[src/sv/spq_pkg.sv]
// Shared types and constants for the sorted priority queue.
// No dependencies; imported by spq_cell and sorted_priority_queue_unit.
`default_nettype none
package spq_pkg;

  localparam int unsigned DEPTH      = 128;
  localparam int unsigned DATA_WIDTH = 32;
  localparam int unsigned PRIO_WIDTH = 16;
  localparam int unsigned CNT_W      = $clog2(DEPTH + 1);
  localparam int unsigned COUNT_W    = 8;
  localparam int unsigned STATUS_W   = 2;

  localparam logic OP_ENQ = 1'b0;
  localparam logic OP_DEQ = 1'b1;

  localparam logic [STATUS_W-1:0] STATUS_OK    = 2'd0;
  localparam logic [STATUS_W-1:0] STATUS_FULL  = 2'd1;
  localparam logic [STATUS_W-1:0] STATUS_EMPTY = 2'd2;

  typedef struct packed {
    logic [DATA_WIDTH-1:0]        data;
    logic signed [PRIO_WIDTH-1:0] prio;
  } spq_entry_t;

  // command broadcast to every cell in the row
  typedef struct packed {
    logic       enq;
    logic       deq;
    spq_entry_t entry;
  } spq_cmd_t;

endpackage
`default_nettype wire

[src/sv/spq_cell.sv]
// One slot of the sorted row: holds an entry and shifts with its neighbors.
// Depends on spq_pkg.
`default_nettype none
module spq_cell (
  input  wire                      clk_i,
  input  wire spq_pkg::spq_cmd_t   cmd_i,
  input  wire                      occupied_i,
  input  wire                      above_take_i,
  input  wire spq_pkg::spq_entry_t above_entry_i,
  input  wire spq_pkg::spq_entry_t below_entry_i,
  output logic                     take_o,
  output spq_pkg::spq_entry_t      entry_o
);
  import spq_pkg::*;

  spq_entry_t entry_q, entry_d;

  // new item belongs here or above: strictly higher priority, or a free slot
  assign take_o = cmd_i.enq && (!occupied_i || (cmd_i.entry.prio > entry_q.prio));

  always_comb begin
    entry_d = entry_q;
    if (cmd_i.enq) begin
      if (above_take_i) begin
        entry_d = above_entry_i;
      end else if (take_o) begin
        entry_d = cmd_i.entry;
      end
    end else if (cmd_i.deq) begin
      entry_d = below_entry_i;
    end
  end

  always_ff @(posedge clk_i) begin
    entry_q <= entry_d;
  end

  assign entry_o = entry_q;

endmodule
`default_nettype wire

[config.mk]
export PLATFORM = sky130hd
export DESIGN_NAME = spq_cell
export DESIGN_NICKNAME = d
export VERILOG_FILES = /design/src/sv/spq_pkg.sv /design/src/sv/spq_cell.sv
export SDC_FILE = /design/constraint.sdc
export NUM_CORES = 1
export LEC_CHECK = 0
export BUFFER_PORTS_ARGS = -buffer_cell sky130_fd_sc_hd__buf_2
export CAP_MARGIN = 20
export CORE_MARGIN = 1.5
export CORE_UTILIZATION = 45
export DETAILED_ROUTE_END_ITERATION = 8
export PLACE_DENSITY = 0.82
export RECOVER_POWER = 50
export SLEW_MARGIN = 0
export SYNTH_ARGS = -nofsm -noshare
export SYNTH_HDL_FRONTEND = slang
export SYNTH_SLANG_ARGS = --single-unit
[constraint.sdc]
create_clock -name clk_i -period 7.9 [get_ports clk_i]
set_input_delay 0.395 -clock clk_i [delete_from_list [all_inputs] [get_ports clk_i]]
set_output_delay 0.395 -clock clk_i [all_outputs]
set_load 0.01 [all_outputs]
=== Yosys cells after proc, flatten, opt, wreduce, memory -nomap -nowiden ===
Index checks and enable logic that the tools add are counted.

* Output and inout bits: 49
* Bits of input ports: 149
* Bits in writable memories: 0
* Memory bits (read-only): 0
* Register bits after elaboration: 48
* Logic and storage cells: 13
* Latch bits: 0
* Memories kept: 0

* Mux-type cells: 4
* Reductions and logical operators: 5
* $mul: 0
* Shift-type cells: 0
* Div/mod/pow operators: 0
* Bitwise operators: 0
* $lt $le $gt $ge: 1
* Add/subtract/negate cells: 0
* Equality and inequality tests: 1

{| class="wikitable"
|+ Operator list
! kind !! count
|-
| 48-bit 2-to-1 mux || 4
|-
| 16-bit > comparator || 1
|-
| 3-bit by 1-bit != test with 1-bit output (second input constant) || 1
|-
| 2-bit AND reduction || 1
|-
| 2-bit nonzero test || 1
|-
| 1-bit logical AND || 1
|-
| 1-bit zero test || 1
|-
| 1-bit logical OR || 1
|}

=== Logic depth before layout (Yosys ltp) ===
* Depth after elaboration: 6
* Depth in mapped cells: 7
* Gate-level depth less buffers: 7

=== Worst setup path after synthesis ===
OpenSTA, ideal clock, no wires.

* Path kind: register to register
* Start point: register entry_q (netlist bit entry_o[14])
* End point: register entry_q (netlist bit entry_o[0]), enable pin
* Path buffers: 0
* Clock period less this slack: 2938 ps
* Library setup time: 409 ps
* Arrival: 2530 ps
* Cell stages (with the launch flop): 8
* Setup slack: 4962 ps
* Data required time: 7491 ps
* Path through: edfxtp_1 inv_1 ha_1 nand4_1 nor3_1 a41o_1 a22oi_2 o22a_1

* Longest elaborated chain between the ends: 5

{| class="wikitable"
|+ Ends and longest elaborated chain
! what !! RTL line !! text
|-
| start: declaration || spq_cell.sv:16 || <nowiki>spq_entry_t entry_q, entry_d;</nowiki>
|-
| start signal: assignment || spq_cell.sv:35 || <nowiki>entry_q <= entry_d;</nowiki>
|-
| 16-bit > comparator || spq_cell.sv:19 || <nowiki>assign take_o = cmd_i.enq && (!occupied_i || (cmd_i.entry.prio > entry_q.prio));</nowiki>
|-
| 1-bit logical OR || spq_cell.sv:19 ||
|-
| 1-bit logical AND || spq_cell.sv:19 ||
|-
| 3-bit by 1-bit != test with 1-bit output (no line) || - ||
|-
| 2-bit AND reduction (no line) || - ||
|}

No other way between the ends.
A chain may end at the register's enable or synchronous reset.

=== Worst setup path after layout ===
* Start point: input above_take_i
* End point: register entry_q (netlist bit entry_o[26]), enable pin

* Longest elaborated chain between the ends: 2

{| class="wikitable"
|+ Ends and longest elaborated chain
! what !! RTL line !! text
|-
| start: declaration || spq_cell.sv:8 || <nowiki>input wire above_take_i,</nowiki>
|-
| 3-bit by 1-bit != test with 1-bit output (no line) || - ||
|-
| 2-bit AND reduction (no line) || - ||
|}

No other way between the ends.

==> qor.yml <==
ir_worst_vdd_mv: 0.0905
cp_top_family: "buffers and inverters"
violations: "capacitance limit, slew limit"
dieArea_um2: 6880
drt_iter0_drc: 124
clk_path_buf_depth: 2
clk_latency_ps: 290
fin_util: 0.650
io_buffer_count: 197
vias: 2631
synth_common_cells: "53 x a21oi_1, 49 x nor2_1, 48 x edfxtp_1, 48 x mux2i_1, 17 x inv_1"
synth_most_common_cell: "a21oi_1"
n_antenna_cell: 0
wl_um: 7200
cts_tree: "yes"
grt_first_pass_wirelength_um: 11600
cp_cell_sequence: "buf_2 -> clkbuf_1 -> nand2b_1 -> o22a_2 -> buf_16"
hp-start: "below_entry_i[10]"
dp_hpwl_um: 5610
hold_end: "entry_o[10]$_DFFE_PP_"
yosys_warnings: 0
synthesis.nets: 435
syn_to_final_growth_pct: 37.1
rsz0062_at_grt: "no"
ctsResizeCount: 0
post-place-ws_ps: 4970
p_sw_w: 0.000174
min_path_cells: 3
p_per_area_nw_per_um2: 158
ys.flop_type: "edfxtp_1"
yosysTopAreaCell: "edfxtp_1"
grt_max_degree: 76
wl_per_cell_um: 13.4
fin_setup_tns_ps: 0
drc: 0
p_comb_frac: 0.260
postCtsHoldBufs: 0
slew_viol_final: 50
cts_max_level: 2
cp.buffers_inverters: 3
dp_cells: 527
instances_no_fill: 536
rrSetupSlack_ps: 5350
p_int_w: 0.000449
slew_headroom: -1.29
dpl_cell_area_um2: 3890
first_pass_iters: 4
clkPwrFrac: 0.226
nets: 625
synth.cell_area_um2: 2880
root_buffer: "clkbuf_8"
cts_buffers: 5
first_global_vias: 2589
worst_pin_slew_ps: 3440
cts_setup_buffers: 0
fin_crit_ps: 4010
cp_max_fo: 49
setup_ws_ps: 3890
leakagePower_nw: 1.90
ios: 198
antenna_found_initial: 0
finalCritPeriodShare: 0.507
ys_seq_elements: 48
critPathKind: "input pin to register"
drive_gt1_frac: 0.347
avgSynthCellArea_um2: 10.7
gp_congestion: 0.849
core_um2: 6060
nFillCells: 509
setup_viol: 0
synth_area_leaders: "edfxtp_1 50%, mux2i_1 17%, a21oi_1 9.2%"
min_path_type: "input pin to register"
grtUsageTotal: 0.207
crit_slowest_cell: "clkbuf_1"
ys_seq_area_frac: 0.501
max_stage_delay_ps: 2400
worst-r2r-cell-count: 8
seqPwrFrac: 0.514
required_ps: 7900
die_w_um: 83.0
reg2reg_from: "entry_o[14]$_DFFE_PP_"
drv_cap: 1
ant_nets: 0
startpoint_type: "input pin"
sw_frac_of_total: 0.279
reg2reg_to: "entry_o[26]$_DFFE_PP_"
fmax_mhz: 250
clk_pin_slew_worst_paths_ps: 80
hold_viol: 0
floorplan.initialDensity: 0.475
finClkSkew_ps: 4.49
outcome: "finished with violations"
viasPerCell: 4.91
synth_cells: 270
largest_reg_flops: 48
yosysUniqueCellTypes: 25
critPathArrivalTime_ps: 4000
postSynth.asyncResetShare: 0
core.rowCount: 28
crit_path_end_kind: "register"
gr-total-overflow: 0
synth_top_area_share: 0.501
die_h_um: 83.0
synth_edf_count: 48
cts.sinks: 48
stdcell_area_um2: 3940
-- how the worst max path moves through the flow --
stage,from,to,cells past startpoint
after floorplan,entry_o[14]$_DFFE_PP_,entry_o[0]$_DFFE_PP_,7
after global placement,cmd_i[14],entry_o[21]$_DFFE_PP_,7
after detailed placement,cmd_i[14],entry_o[31]$_DFFE_PP_,7
after CTS,entry_o[14]$_DFFE_PP_,entry_o[31]$_DFFE_PP_,7
after global routing,above_take_i,entry_o[26]$_DFFE_PP_,5
final,above_take_i,entry_o[26]$_DFFE_PP_,5
-- cell families (layout without fill, tap and decap cells) --
group                      Yosys count  in the layout  share of synthesized area
AOI/OAI and AO/OA                   63             63                      0.128
and+or+nand+nor                     61             61                     0.0853
muxes                               48             48                      0.167
DFF                                 48             48                      0.501
buffers and inverters               34            225                     0.0491
adders and majority gates           16             16                     0.0696
-- routing by layer --
| layer | GRT usage | wire (µm) | vias up |
|---|---|---|---|
| met5 | 0 | 0 | - |
| met1 | 0.233 | 2840 | 1150 |
| li1 | - | - | 1358 |
| met2 | 0.378 | 3770 | 113 |
| met4 | 0.0742 | 127 | 0 |
| met3 | 0.0507 | 452 | 10 |
-- per-stage QoR --
stage               total power, W  hold WS, ps
floorplan                 0.000414          620
global placement          0.000485          712
detailed placement        0.000491          720
CTS                       0.000632          404
global route              0.000659          423
finish                    0.000623          423
-- worst register-to-register path, stage by stage (launching register included) --
cell,delay (ps)
edfxtp_1,360
inv_1,50
ha_1,330
nand4_1,130
nor3_1,280
o21ai_1,130
a22oi_2,180
o22a_2,550
buf_16,260
-- power by group through the flow --
stage / logic, W / clock network [W] / registers, W
6_report: 0.000162 / 0.000141 / 0.000321
4_1_cts: 0.000165 / 0.000146 / 0.000321
2_1_floorplan: 0.0000726 / 0 / 0.000341
3_5_place_dp: 0.000165 / 0 / 0.000326
5_1_grt: 0.000181 / 0.000155 / 0.000324
3_3_place_gp: 0.000160 / 0 / 0.000325
-- cell usage in the layout, fill, tap and decap left out --
cell        synthesis  final
nand4_1             2      2
a22oi_2             1      1
nor3_1              1      1
a41o_1              1      1
clkinvlp_4          0      1
o21ai_1             1      1
o21a_1              2      2
clkinv_1            0      1
buf_2               5    149
clkbuf_8            0      5
buf_4               2      1
edfxtp_1           48     48
buf_16              0      1
nand2_1             5      5
and2_1              1      1
a21oi_1            53     53
inv_1              17     17
o221ai_1            1      1
ha_1               16     16
a2111oi_4           1      1
a21o_1              1      1
a211oi_1            1      1
clkbuf_1            8     50
o22a_2              0      1
mux2i_1            48     48
nor2b_1             1      1
nand2b_1            2      2
nor2_1             49     49
-- final cells by class --
cell class / instances / area (µm²) / area share
sequential: 48 / 1440 / 0.366
multi-input combinational: 188 / 1290 / 0.328
timing repair buffer: 200 / 965 / 0.245
tap: 75 / 93.8 / 0.0238
clock buffer: 6 / 72.6 / 0.0184
inverter: 17 / 63.8 / 0.0162
clock inverter: 2 / 11.3 / 0.00286
No activity file was read; power rests on OpenSTA's default activity.
